**src/rtl/sia_pkg.sv**
```systemverilog
// Shared types, status codes and helper functions for the saturating integer ALU.
// Used by every module of the block; depends on nothing.
package sia_pkg;

    localparam int MAX_WIDTH  = 64;
    localparam int DATA_W     = 64;
    localparam int DIV_STEPS  = DATA_W;
    localparam int STG_IDX_W  = $clog2(DIV_STEPS);
    localparam int FIFO_DEPTH = 4;
    localparam int FIFO_IDX_W = $clog2(FIFO_DEPTH);
    localparam int S_TDATA_W  = 144;
    localparam int M_TDATA_W  = 72;

    localparam logic [1:0] OP_ADD = 2'd0;
    localparam logic [1:0] OP_SUB = 2'd1;
    localparam logic [1:0] OP_MUL = 2'd2;
    localparam logic [1:0] OP_DIV = 2'd3;

    localparam logic [3:0] KIND_BOOL = 4'd8;
    localparam logic [3:0] KIND_LAST_NUM = 4'd7;

    localparam logic [2:0] ST_OK       = 3'd0;
    localparam logic [2:0] ST_HIGH     = 3'd1;
    localparam logic [2:0] ST_LOW      = 3'd2;
    localparam logic [2:0] ST_DIVZ     = 3'd3;
    localparam logic [2:0] ST_BOOL     = 3'd4;
    localparam logic [2:0] ST_NONNUM   = 3'd5;
    localparam logic [2:0] ST_MISMATCH = 3'd6;

    typedef struct packed {
        logic [1:0]        op;
        logic [2:0]        st;
        logic [1:0]        wcode;
        logic              sgn;
        logic              ln;
        logic              rn;
        logic [DATA_W-1:0] lm;
        logic [DATA_W-1:0] rm;
    } t_item;

    typedef struct packed {
        logic [1:0]        op;
        logic [2:0]        st;
        logic [1:0]        wcode;
        logic              sgn;
        logic              neg;
        logic              ln;
        logic              rn;
        logic [DATA_W-1:0] lm;
        logic [DATA_W-1:0] rm;
        logic [DATA_W-1:0] hi;
        logic [DATA_W-1:0] lo;
        logic [DATA_W-1:0] pc;
        logic [DATA_W-1:0] pd;
    } t_stg;

    function automatic logic [DATA_W-1:0] width_mask(input logic [1:0] wcode);
        logic [DATA_W-1:0] m;
        case (wcode)
            2'd0:    m = 64'h0000_0000_0000_00FF;
            2'd1:    m = 64'h0000_0000_0000_FFFF;
            2'd2:    m = 64'h0000_0000_FFFF_FFFF;
            default: m = 64'hFFFF_FFFF_FFFF_FFFF;
        endcase
        return m;
    endfunction

    function automatic logic top_bit(input logic [DATA_W-1:0] v, input logic [1:0] wcode);
        logic b;
        case (wcode)
            2'd0:    b = v[7];
            2'd1:    b = v[15];
            2'd2:    b = v[31];
            default: b = v[63];
        endcase
        return b;
    endfunction

endpackage

```
**src/rtl/sia_fifo.sv**
```systemverilog
// Short queue of decoded items between the front end and the execution pipe.
// Depends on sia_pkg.
module sia_fifo
    import sia_pkg::*;
(
    input  logic  i_clk,
    input  logic  i_rst_n,
    input  logic  i_valid,
    output logic  o_ready,
    input  t_item i_item,
    output logic  o_valid,
    input  logic  i_ready,
    output t_item o_item
);

    t_item                 r_mem [FIFO_DEPTH];
    logic [FIFO_IDX_W-1:0] r_wp;
    logic [FIFO_IDX_W-1:0] r_rp;
    logic [FIFO_IDX_W:0]   r_cnt;
    logic                  push;
    logic                  pop;

    assign o_ready = r_cnt != (FIFO_IDX_W + 1)'(FIFO_DEPTH);
    assign o_valid = r_cnt != '0;
    assign o_item  = r_mem[r_rp];
    assign push    = i_valid && o_ready;
    assign pop     = o_valid && i_ready;

    always_ff @(posedge i_clk) begin
        if (!i_rst_n) begin
            r_wp  <= '0;
            r_rp  <= '0;
            r_cnt <= '0;
        end else begin
            if (push) begin
                r_wp <= r_wp + 1'b1;
            end
            if (pop) begin
                r_rp <= r_rp + 1'b1;
            end
            if (push && !pop) begin
                r_cnt <= r_cnt + 1'b1;
            end else if (pop && !push) begin
                r_cnt <= r_cnt - 1'b1;
            end
        end
    end

    always_ff @(posedge i_clk) begin
        if (push) begin
            r_mem[r_wp] <= i_item;
        end
    end

endmodule

```
**config.mk**
```make
export PLATFORM = sky130hd
export DESIGN_NAME = sia_fifo
export DESIGN_NICKNAME = d
export VERILOG_FILES = /design/src/rtl/sia_pkg.sv /design/src/rtl/sia_fifo.sv
export SDC_FILE = /design/constraint.sdc
export NUM_CORES = 1
export LEC_CHECK = 0
export BUFFER_PORTS_ARGS = -buffer_cell sky130_fd_sc_hd__buf_2
export CAP_MARGIN = 5
export CORE_MARGIN = 5
export CORE_UTILIZATION = 60
export CTS_CLUSTER_SIZE = 10
export DETAILED_ROUTE_END_ITERATION = 8
export GPL_TIMING_DRIVEN = 0
export PLACE_DENSITY = 0.94
export SYNTH_ARGS = -nofsm -noshare
export SYNTH_HDL_FRONTEND = slang
export SYNTH_SLANG_ARGS = --single-unit
```
**constraint.sdc**
```tcl
create_clock -name i_clk -period 12.7 [get_ports i_clk]
set_clock_uncertainty 0.05 [all_clocks]
set_input_delay 1.905 -clock i_clk [delete_from_list [all_inputs] [get_ports i_clk]]
set_output_delay 1.905 -clock i_clk [all_outputs]
set_load 0.005 [all_outputs]
```
==> results of run 1 <==
==> cells in the mapped netlist <==
cell / n
and2_1: 8
buf_6: 4
xor2_1: 1
buf_12: 11
nand2_1: 5
inv_1: 3
a21boi_2: 1
o311ai_0: 1
o31ai_1: 1
o21ai_0: 1
nor2b_1: 1
fa_1: 1
clkbuf_1: 3
buf_2: 13
xnor2_1: 3
or3_1: 2
ha_1: 5
buf_4: 1
nor2_1: 1
edfxtp_1: 552
dfxtp_1: 9
mux2i_1: 3
mux4_2: 138
a21boi_0: 1
==> cells in the final DEF, fill, tap and decap left out, drive strengths merged <==
cell type / count
edfxtp: 552
buf: 317
mux4: 138
clkbuf: 83
diode: 11
dfxtp: 9
and2: 8
inv: 8
nand2: 5
ha: 5
xnor2: 3
mux2i: 3
clkinv: 3
or3: 2
a21boi: 2
nor2: 1
o31ai: 1
nor2b: 1
o311ai: 1
xor2: 1
o21ai: 1
fa: 1
==> cell type report <==
cell class | count | area [µm²]
Buffer | 32 | 349
Tap cell | 448 | 561
Sequential cell | 561 | 16800
Fill cell | 1762 | 9090
Clock buffer | 80 | 1730
Multi-Input combinational cell | 173 | 3400
Inverter | 3 | 11.3
Timing Repair Buffer | 288 | 1620
Clock inverter | 8 | 77.6
Antenna cell | 11 | 27.5
==> layer usage <==
metal	global-route usage, %	wire (µm)	vias up
met5	0	41	-
met4	8.33	1050	6
met3	6.34	3600	78
met2	42.9	25000	483
met1	29.2	15700	5023
li1	-	-	4032
==> worst max path at each step <==
| stage | endpoint | slack, ns | cells after the start |
|---|---|---|---|
| after floorplan | r_mem[0][0] | 6.75 | 2 |
| final | o_item[40] | 8.15 | 4 |
| after detailed placement | o_item[35] | 8.67 | 4 |
| after global routing | o_item[35] | 8.04 | 4 |
| after CTS | o_item[40] | 8.04 | 4 |
| after global placement | r_mem[0][12] | 4.39 | 3 |
==> registers in the layout, indices dropped and copies added (netlist names), named ones only <==
name   flops
r_wp       2
r_rp       2
r_mem    552
r_cnt      3
==> critical path, stage by stage, from the launching register on <==
cell	delay, ns
dfxtp_1	0.36
clkbuf_1	0.67
buf_2	0.45
mux4_2	0.38
buf_2	0.16
==> per-stage QoR <==
stage / hold WS [ns] / std cells / util (%) / cell area [µm²] / total power [W]
floorplan: 0.418 / 769 / - / 20500 / 0.00305
finish: 0.500 / 1604 / 73.0 / 24500 / 0.00510
detailed placement: 0.464 / 1505 / 67.5 / 22700 / 0.00350
CTS: 0.500 / 1593 / 72.9 / 24500 / 0.00515
global placement: 0.431 / 1497 / 66.8 / 22500 / 0.00347
global route: 0.509 / 1599 / 72.9 / 24500 / 0.00531
==> power by group through the flow <==
stage               Clock (W)  Combinational, W  Sequential [W]
floorplan                   0          0.000707         0.00234
global placement            0           0.00110         0.00236
detailed placement          0           0.00116         0.00234
CTS                   0.00165           0.00118         0.00231
global route          0.00175           0.00124         0.00232
finish                0.00163           0.00116         0.00231
==> kinds of logic after synthesis <==
kind of cell / after synthesis
buffers and inverters: 35
xor gates and xnor gates: 4
and+or+nand+nor: 17
AOI/OAI and AO/OA: 5
muxes: 141
DFF: 561
adders and majority gates: 6
==> metrics, run 1 <==
Clk pwr share 31.9%; pre-CTS setup slack 8.67 ns; CTS tree done; cells after synthesis 769; Routed WL 45,400 µm; die height 195 µm; total track usage 24.2%; layout cell share with drive strength beyond 1 46.6%; P&R area growth vs syn 19.6%; post-DP HPWL 26,700 µm; Max FO, Critical Path 10; RR Endpoint r_cnt[2]; post-synthesis sequential area ratio 81.7%; # DRC 0; row count 67; PnR worst setup slack 8.15 ns; Worst Path Arrival 2.60 ns; Int Pwr 0.00380 W; clk buf depth 3; Synthesis Warnings 0; initial antenna violation count 9; # clock sinks 561; setup bufs post-CTS 0; area share of the largest cell type after synthesis 80.8%; crit path kind flip-flop to primary output; H-tree Lvls 3; hold buffer count at CTS 0; largest family of logic cells by synthesized area multiplexers; Power per Cell Area 208 nW/µm²; R2R depth 8; worst r2r src r_cnt[0]; Hold EP r_wp[1]; post-cts sizing count 0; Die Area 38,000 µm²; Post-Synth Simple-Gate Area 0.445%; mux share of post-synthesis cell area 15.3%; FF-to-FF setup slack 10.25 ns; FMAX 220 MHz; Clk pin slew, worst setup/hold paths 0.06 ns; Synth Area in Compound Gates 0.195%; Distinct cells, synth 24; via count 9,622; Worst-Margin Slew 0.868 ns; largest net degree at the start of global routing 62; max-cap violations 0; outcome finished, final reports clean; Congestion Overflow GR 0; HP Start r_wp[1]; leakage 8.27 nW; synthesized flop and latch total 561; I/O Buffers 280; Worst Setup Start Kind flip-flop; Comb pwr share 22.7%; Peak VDD IR 0.170 mV; drt first pass iters 5; Die Width 195 µm; mapped cell area 20,500 µm²; Final #Nets 1,273; max-slew violations 0; Reg power frac 45.4%; Starting Density 61.0%; crit path time final 4.55 ns; Tcrit/Tclk final 35.8%; top post-synthesis cells by area edfxtp_1 (81%), mux4_2 (15%), buf_12 (1.1%); first-pass GRT wire length 67,600 µm; RSZ-0062 raised after global routing no; mean routed wirelength per cell 28.3 µm; CTS Root Cell clkbuf_16; area share of fa/ha/maj cells after synthesis 0.403%; Switching Fraction 25.4%; Final Hold Vio Count 0; syn nets 917; Clock Latency Late Sink 0.58 ns; leading area contributor after synthesis edfxtp_1; Hold Path Depth 2; DRT iter0 DRCs 798; post-route ant nets 0; final setup fails 0; data required time of the worst path 10.74 ns; Num CTS Buffers 66; xor/xnor share of the synthesized area 0.171%; Slew HR 42.1%; Via density 6.00; critical path endpoint category primary output; GPL Wtd Cong 0.692; Synth Area per Inst 26.7 µm²; Top Ports 282; number of global-route vias before repair 10,600; Hold Crit Class flip-flop to flip-flop; core area 33,600 µm²; NetSw 0.00130 W; total negative slack 0 ns
(Power assumes the default switching activity.)
==> run 2: changes to the inputs <==
--- a/config.mk
+++ b/config.mk
@@ -8,11 +8,11 @@
 export BUFFER_PORTS_ARGS = -buffer_cell sky130_fd_sc_hd__buf_2
 export CAP_MARGIN = 5
 export CORE_MARGIN = 5
-export CORE_UTILIZATION = 60
+export CORE_UTILIZATION = 57
 export CTS_CLUSTER_SIZE = 10
 export DETAILED_ROUTE_END_ITERATION = 8
 export GPL_TIMING_DRIVEN = 0
-export PLACE_DENSITY = 0.94
+export PLACE_DENSITY = 0.9
 export SYNTH_ARGS = -nofsm -noshare
 export SYNTH_HDL_FRONTEND = slang
 export SYNTH_SLANG_ARGS = --single-unit
==> constraint.sdc (replaced) <==
create_clock -name i_clk -period 4.2 [get_ports i_clk]
set_clock_uncertainty 0.05 [all_clocks]
set_input_delay 0.63 -clock i_clk [delete_from_list [all_inputs] [get_ports i_clk]]
set_output_delay 0.63 -clock i_clk [all_outputs]
set_load 0.005 [all_outputs]
==> run 2 against run 1 <==
Net effect:
- combinational power grew to 3.0 times the previous value
- sequential power rose to 3.0 times the previous value
- cell area is essentially flat
- die area rose by 5.0%
- via count is 1.5% lower
- register-to-register slack got worse by 8.5 ns
- largest cell class unchanged
- critical path type unchanged
- global-route usage shrank 2.4 points
- routed wire length decreased by 6.0%
- first-iteration DRC count shrank 0.50%
- utilization down 4.0 points
==> metrics, run 2 (synthesis results as in run 1) <==
Reg power frac 45.4% (about the same); I/O Buffers 280 (unchanged); GPL Wtd Cong 0.691 (-0.14%); final setup fails 0 (unchanged); Routed WL 42,600 µm (-6.0%); Clk pin slew, worst setup/hold paths 0.05 ns (about the same); Max FO, Critical Path 10 (unchanged); data required time of the worst path 3.52 ns (-7.22 ns); Slew HR 36.0% (-6.1 points); Power per Cell Area 626 nW/µm² (+200%); H-tree Lvls 3 (unchanged); Hold Crit Class primary input to flip-flop; max-slew violations 0 (unchanged); Top Ports 282 (unchanged); most frequent cells in the layout edfxtp_1 (552), buf_2 (293), mux4_2 (138); critical path endpoint category primary output; Hold Path Depth 1 (-1); layout cell share with drive strength beyond 1 46.6% (about the same); Tcrit/Tclk final 79.5%; mean routed wirelength per cell 26.5 µm (-6.2%); outcome finished, final reports clean; # DRC 0 (unchanged); clk buf depth 3 (unchanged); slowest stage delay, CP 0.74 ns (+0.07 ns); initial antenna violation count 7 (-2); post-route ant nets 0 (unchanged); Comb pwr share 22.7% (about the same); Final Hold Vio Count 0 (unchanged); Most Frequent Cell on Critical Path buf_2; CP Cell Sequence clkbuf_1, buf_2, mux4_2, buf_2; R2R depth 8 (unchanged); worst r2r src r_cnt[0]; NetSw 0.00381 W (+190%); RSZ-0062 raised after global routing no; setup bufs post-CTS 0 (unchanged); # clock sinks 561 (unchanged); largest net degree at the start of global routing 61 (-1.6%); RR Endpoint r_cnt[2]; worst hold slack 0.229 ns (-0.271 ns); Worst-Margin Slew 0.960 ns (+0.0918 ns); row count 69 (+3.0%); Die Area 39,900 µm² (+5.0%); Clk pwr share 31.9% (about the same); HP Start i_item[134]; CTS Root Cell clkbuf_16; core area 35,600 µm² (+5.8%); Final #Nets 1,273 (unchanged); number of global-route vias before repair 10,300 (-2.7%); total track usage 21.8% (-2.4 points); Largest regs r_mem (552), r_cnt (3); Via density 5.90 (-1.6%); Congestion Overflow GR 0 (unchanged); FF-to-FF setup slack 1.77 ns (-8.48 ns); Largest Register r_mem; via count 9,482 (-1.5%); FMAX 300 MHz; Final Power 0.0153 W (+200%); Worst Path Arrival 2.66 ns (+0.06 ns); multi-input logic area 3400 µm² (unchanged); die height 200 µm (+2.5%); post-cts sizing count 0 (unchanged); register area 16,800 µm² (unchanged); CTS tree done; total negative slack 0 ns (unchanged); Clock Latency Late Sink 0.55 ns (-0.03 ns); Int Pwr 0.0115 W (+200%); leading cell type in the layout, fill and taps excluded edfxtp_1; Peak VDD IR 0.502 mV (+200%); hold buffer count at CTS 0 (unchanged); crit path kind flip-flop to primary output; crit path time final 3.34 ns; Num CTS Buffers 66 (unchanged); max FFs per register 552 (unchanged); DRT iter0 DRCs 794 (-0.50%); pre-CTS setup slack 1.36 ns (-7.31 ns); fillers 2,082 (+18%); Switching Fraction 24.8% (-0.60 points); post-DP HPWL 25,700 µm (-3.8%); PnR worst setup slack 0.863 ns (-7.29 ns); Worst Setup Start Kind flip-flop; Starting Density 57.6% (-3.3 points); drt first pass iters 4 (-1); max-cap violations 0 (unchanged); first-pass GRT wire length 63,700 µm (-5.8%); Layout Utilization 68.9% (-4.0 points); P&R area growth vs syn 19.6% (about the same); Die Width 200 µm (+2.5%); leakage 8.27 nW (about the same); critical path's slowest cell clkbuf_1; Hold EP r_mem[1][134]
run 2: changes by cell type in the layout (fill, tap and decap cells not counted), sizes merged:
cell / before / now
clkinv: 3 / 2
inv: 8 / 5
diode: 11 / 3
clkbuf: 83 / 85
run 2: how the worst max path moves through the flow:
stage / startpoint / to / slack, ns / cells past startpoint
after floorplan: i_valid / r_mem[0][0] / 1.05 / 2
after global placement: i_valid / r_mem[1][16] / -0.30 / 3
after detailed placement: flip-flop / o_item[37] / 1.36 / 4
after CTS: flip-flop / o_item[65] / 0.76 / 4
after global routing: flip-flop / o_item[65] / 0.73 / 4
final: flip-flop / o_item[65] / 0.86 / 4
run 2: power groups by stage:
stage / logic (W) / clock network (W) / registers [W]
after floorplan: 0.00214 / 0 / 0.00703
after global placement: 0.00336 / 0 / 0.00707
after detailed placement: 0.00351 / 0 / 0.00706
after CTS: 0.00357 / 0.00500 / 0.00697
after global routing: 0.00376 / 0.00526 / 0.00700
final: 0.00348 / 0.00490 / 0.00697
run 2: per-stage QoR:
| stage | area [µm²] | std cells |
|---|---|---|
| floorplan | 20500 | 769 |
| global placement | 22500 | 1510 |
| detailed placement | 22700 | 1518 |
| CTS | 24500 | 1604 |
| global route | 24500 | 1605 |
| finish | 24500 | 1607 |
run 2: per-layer routing:
| metal | GRT usage (%) | vias up | share of wire [%] |
|---|---|---|---|
| li1 | - | 4028 | - |
| met1 | 27.4 | 4924 | 36 |
| met2 | 37.0 | 436 | 53 |
| met3 | 6.04 | 84 | 8.5 |
| met4 | 7.97 | 10 | 3.0 |
| met5 | 0 | - | 0.14 |
run 2: critical path: cells and delay by family (launching register included):
kind | cells | cell delay, ns
buffers and inverters | 3 | 1.34
flip-flops | 1 | 0.37
multiplexers | 1 | 0.39
run 2: cell type report:
class | instances | area share [%]
diodes | 3 | 0.0306
plain buffers | 32 | 1.42
clock buffers | 82 | 7.24
clock inverters | 4 | 0.112
inverters | 3 | 0.0459
multi-input cells | 173 | 13.9
flip-flops and latches | 561 | 68.3
well taps | 461 | 2.35
repair buffers | 288 | 6.61
==> run 3: changes to the inputs <==
--- a/config.mk
+++ b/config.mk
@@ -8,11 +8,11 @@
 export BUFFER_PORTS_ARGS = -buffer_cell sky130_fd_sc_hd__buf_2
 export CAP_MARGIN = 5
 export CORE_MARGIN = 5
-export CORE_UTILIZATION = 57
+export CORE_UTILIZATION = 51
 export CTS_CLUSTER_SIZE = 10
 export DETAILED_ROUTE_END_ITERATION = 8
 export GPL_TIMING_DRIVEN = 0
-export PLACE_DENSITY = 0.9
+export PLACE_DENSITY = 0.86
 export SYNTH_ARGS = -nofsm -noshare
 export SYNTH_HDL_FRONTEND = slang
 export SYNTH_SLANG_ARGS = --single-unit
==> constraint.sdc (replaced) <==
create_clock -name i_clk -period 3 [get_ports i_clk]
set_clock_uncertainty 0.05 [all_clocks]
set_input_delay 0.45 -clock i_clk [delete_from_list [all_inputs] [get_ports i_clk]]
set_output_delay 0.45 -clock i_clk [all_outputs]
set_load 0.005 [all_outputs]
==> run 3 against run 2 <==
Net effect:
- non-clock buffer count is the same
- sequential power grew 40%
- cell area grew 0.62%
- utilization shrank 6.8 points
- cell count grew 3.6%
- critical path depth is the same
- first-iteration DRC count shrank 15%
- critical path type unchanged
- global-route usage shrank 3.2 points
- routed wire length shrank 3.2%
==> metrics, run 3 (synthesis results as in run 1) <==
Worst Path Arrival 2.25 ns (-0.41 ns); via count 9,370 (-1.2%); fillers 2,650 (+27%); largest net degree at the start of global routing 57 (-6.6%); Most Frequent Cell on Critical Path buf_2; register area 16,800 µm² (unchanged); FMAX 363 MHz; worst setup path endpoint o_item[86]; number of global-route vias before repair 10,100 (-2.5%); Diodes inserted 0 (-3); most frequent cells in the layout edfxtp_1 (552), buf_2 (293), mux4_2 (138); worst hold slack 0.0542 ns (-0.175 ns); post-DP HPWL 24,900 µm (-2.9%); Max FO, Critical Path 10 (unchanged); Worst Setup Start Kind flip-flop; clk buf depth 3 (unchanged); Largest Register r_mem; layout cell share with drive strength beyond 1 47.0% (+0.39 points); post-route ant nets 0 (unchanged); CP Buf/Inv Count 3 (unchanged); CP Cell Sequence clkbuf_2, buf_2, mux4_2, buf_2; Final #Nets 1,274 (+0.079%); Peak VDD IR 0.862 mV (+72%); multi-input logic area 3400 µm² (unchanged); total track usage 18.6% (-3.2 points); outcome finished, final reports clean; CP top delay family buffers and inverters; max-slew violations 0 (unchanged); initial antenna violation count 4 (-3); Routed WL 41,300 µm (-3.2%); crit path kind flip-flop to primary output; I/O Buffers 280 (unchanged); CTS Root Cell clkbuf_16; H-tree Lvls 3 (unchanged); Tcrit/Tclk final 91.7%; pre-CTS setup slack 0.284 ns (-1.07 ns); Via density 5.63 (-4.6%); P&R area growth vs syn 20.3%; Slew HR 40.7% (+4.7 points); die height 211 µm (+5.4%); first-pass GRT wire length 62,000 µm (-2.6%); core area 39,700 µm² (+12%); Starting Density 51.6% (-6.0 points); Final Hold Vio Count 0 (unchanged); Die Width 211 µm (+5.4%); slowest stage delay, CP 0.43 ns (-0.31 ns); Die Area 44,300 µm² (+11%); post-cts sizing count 1 (+1); worst r2r src r_cnt[0]; mean routed wirelength per cell 24.8 µm (-6.6%); leading cell type in the layout, fill and taps excluded edfxtp_1; Largest regs r_mem (552), r_cnt (3); Congestion Overflow GR 0 (unchanged); Worst-Margin Slew 0.890 ns (-0.0700 ns); Hold Crit Class primary input to flip-flop; R2R depth 4 (-4); critical path's slowest cell mux4_2; drt first pass iters 4 (unchanged); DRT iter0 DRCs 678 (-15%); RSZ-0062 raised after global routing no; setup bufs post-CTS 0 (unchanged); hold buffer count at CTS 0 (unchanged); Power per Cell Area 877 nW/µm² (+40%); row count 73 (+5.8%); crit path time final 2.75 ns; Clock Latency Late Sink 0.55 ns (about the same); max FFs per register 552 (unchanged); critical path endpoint category primary output; Num CTS Buffers 67 (+1.5%); # DRC 0 (unchanged); GPL Wtd Cong 0.728 (+5.3%); Top Ports 282 (unchanged); Levels on crit path 4 (unchanged); # clock sinks 561 (unchanged); leakage 8.31 nW (+0.52%); final setup fails 0 (unchanged); FF-to-FF setup slack 0.45 ns (-1.32 ns); CTS tree done; Layout Utilization 62.1% (-6.8 points); Clk pin slew, worst setup/hold paths 0.05 ns (about the same); max-cap violations 0 (unchanged); data required time of the worst path 2.50 ns (-1.02 ns); PnR worst setup slack 0.248 ns (-0.615 ns); RR Endpoint r_mem[2][73]
[run 3: final cells by class]
type	count	share of cell area [%]
flip-flops and latches	561	67.9
multi-input cells	173	13.8
clock buffers	76	7.28
repair buffers	288	6.57
well taps	525	2.66
plain buffers	32	1.42
clock inverters	7	0.345
inverters	3	0.0456
[run 3: worst min-delay path by stage]
stage | startpoint | to | slack, ns | cells past startpoint
2_1_floorplan | r_wp[1] | r_wp[1] | 0.42 | 2
3_3_place_gp | r_wp[0] | r_wp[0] | 0.43 | 2
3_5_place_dp | r_wp[0] | r_wp[0] | 0.45 | 2
4_1_cts | i_item[69] | r_mem[1][69] | 0.01 | 1
5_1_grt | i_item[89] | r_mem[1][89] | 0.03 | 1
6_report | i_item[19] | r_mem[1][19] | 0.05 | 1
[run 3: through the flow]
stage / cell area [µm²] / total power, W / cells / setup TNS, ns
3_5_place_dp: 22800 / 0.0148 / 1582 / 0
6_report: 24700 / 0.0216 / 1665 / 0
4_1_cts: 24700 / 0.0220 / 1665 / 0
2_1_floorplan: 20500 / 0.0128 / 769 / -10.24
5_1_grt: 24700 / 0.0226 / 1665 / 0
3_3_place_gp: 22600 / 0.0146 / 1574 / -758.80
[run 3: per-layer routing]
layer	global-route usage (%)	vias to the layer above	part of all wire, %
li1	-	4026	-
met1	23.7	4877	37
met2	31.6	387	52
met3	5.18	72	8.2
met4	6.06	8	2.3
met5	0	-	0.15
[run 3: where the power goes]
part | switching [W] | internal, W | leakage, nW
clock | 0.00274 | 0.00435 | 0.922
combinational | 0.00229 | 0.00253 | 2.26
sequential | 0.000212 | 0.00952 | 5.13
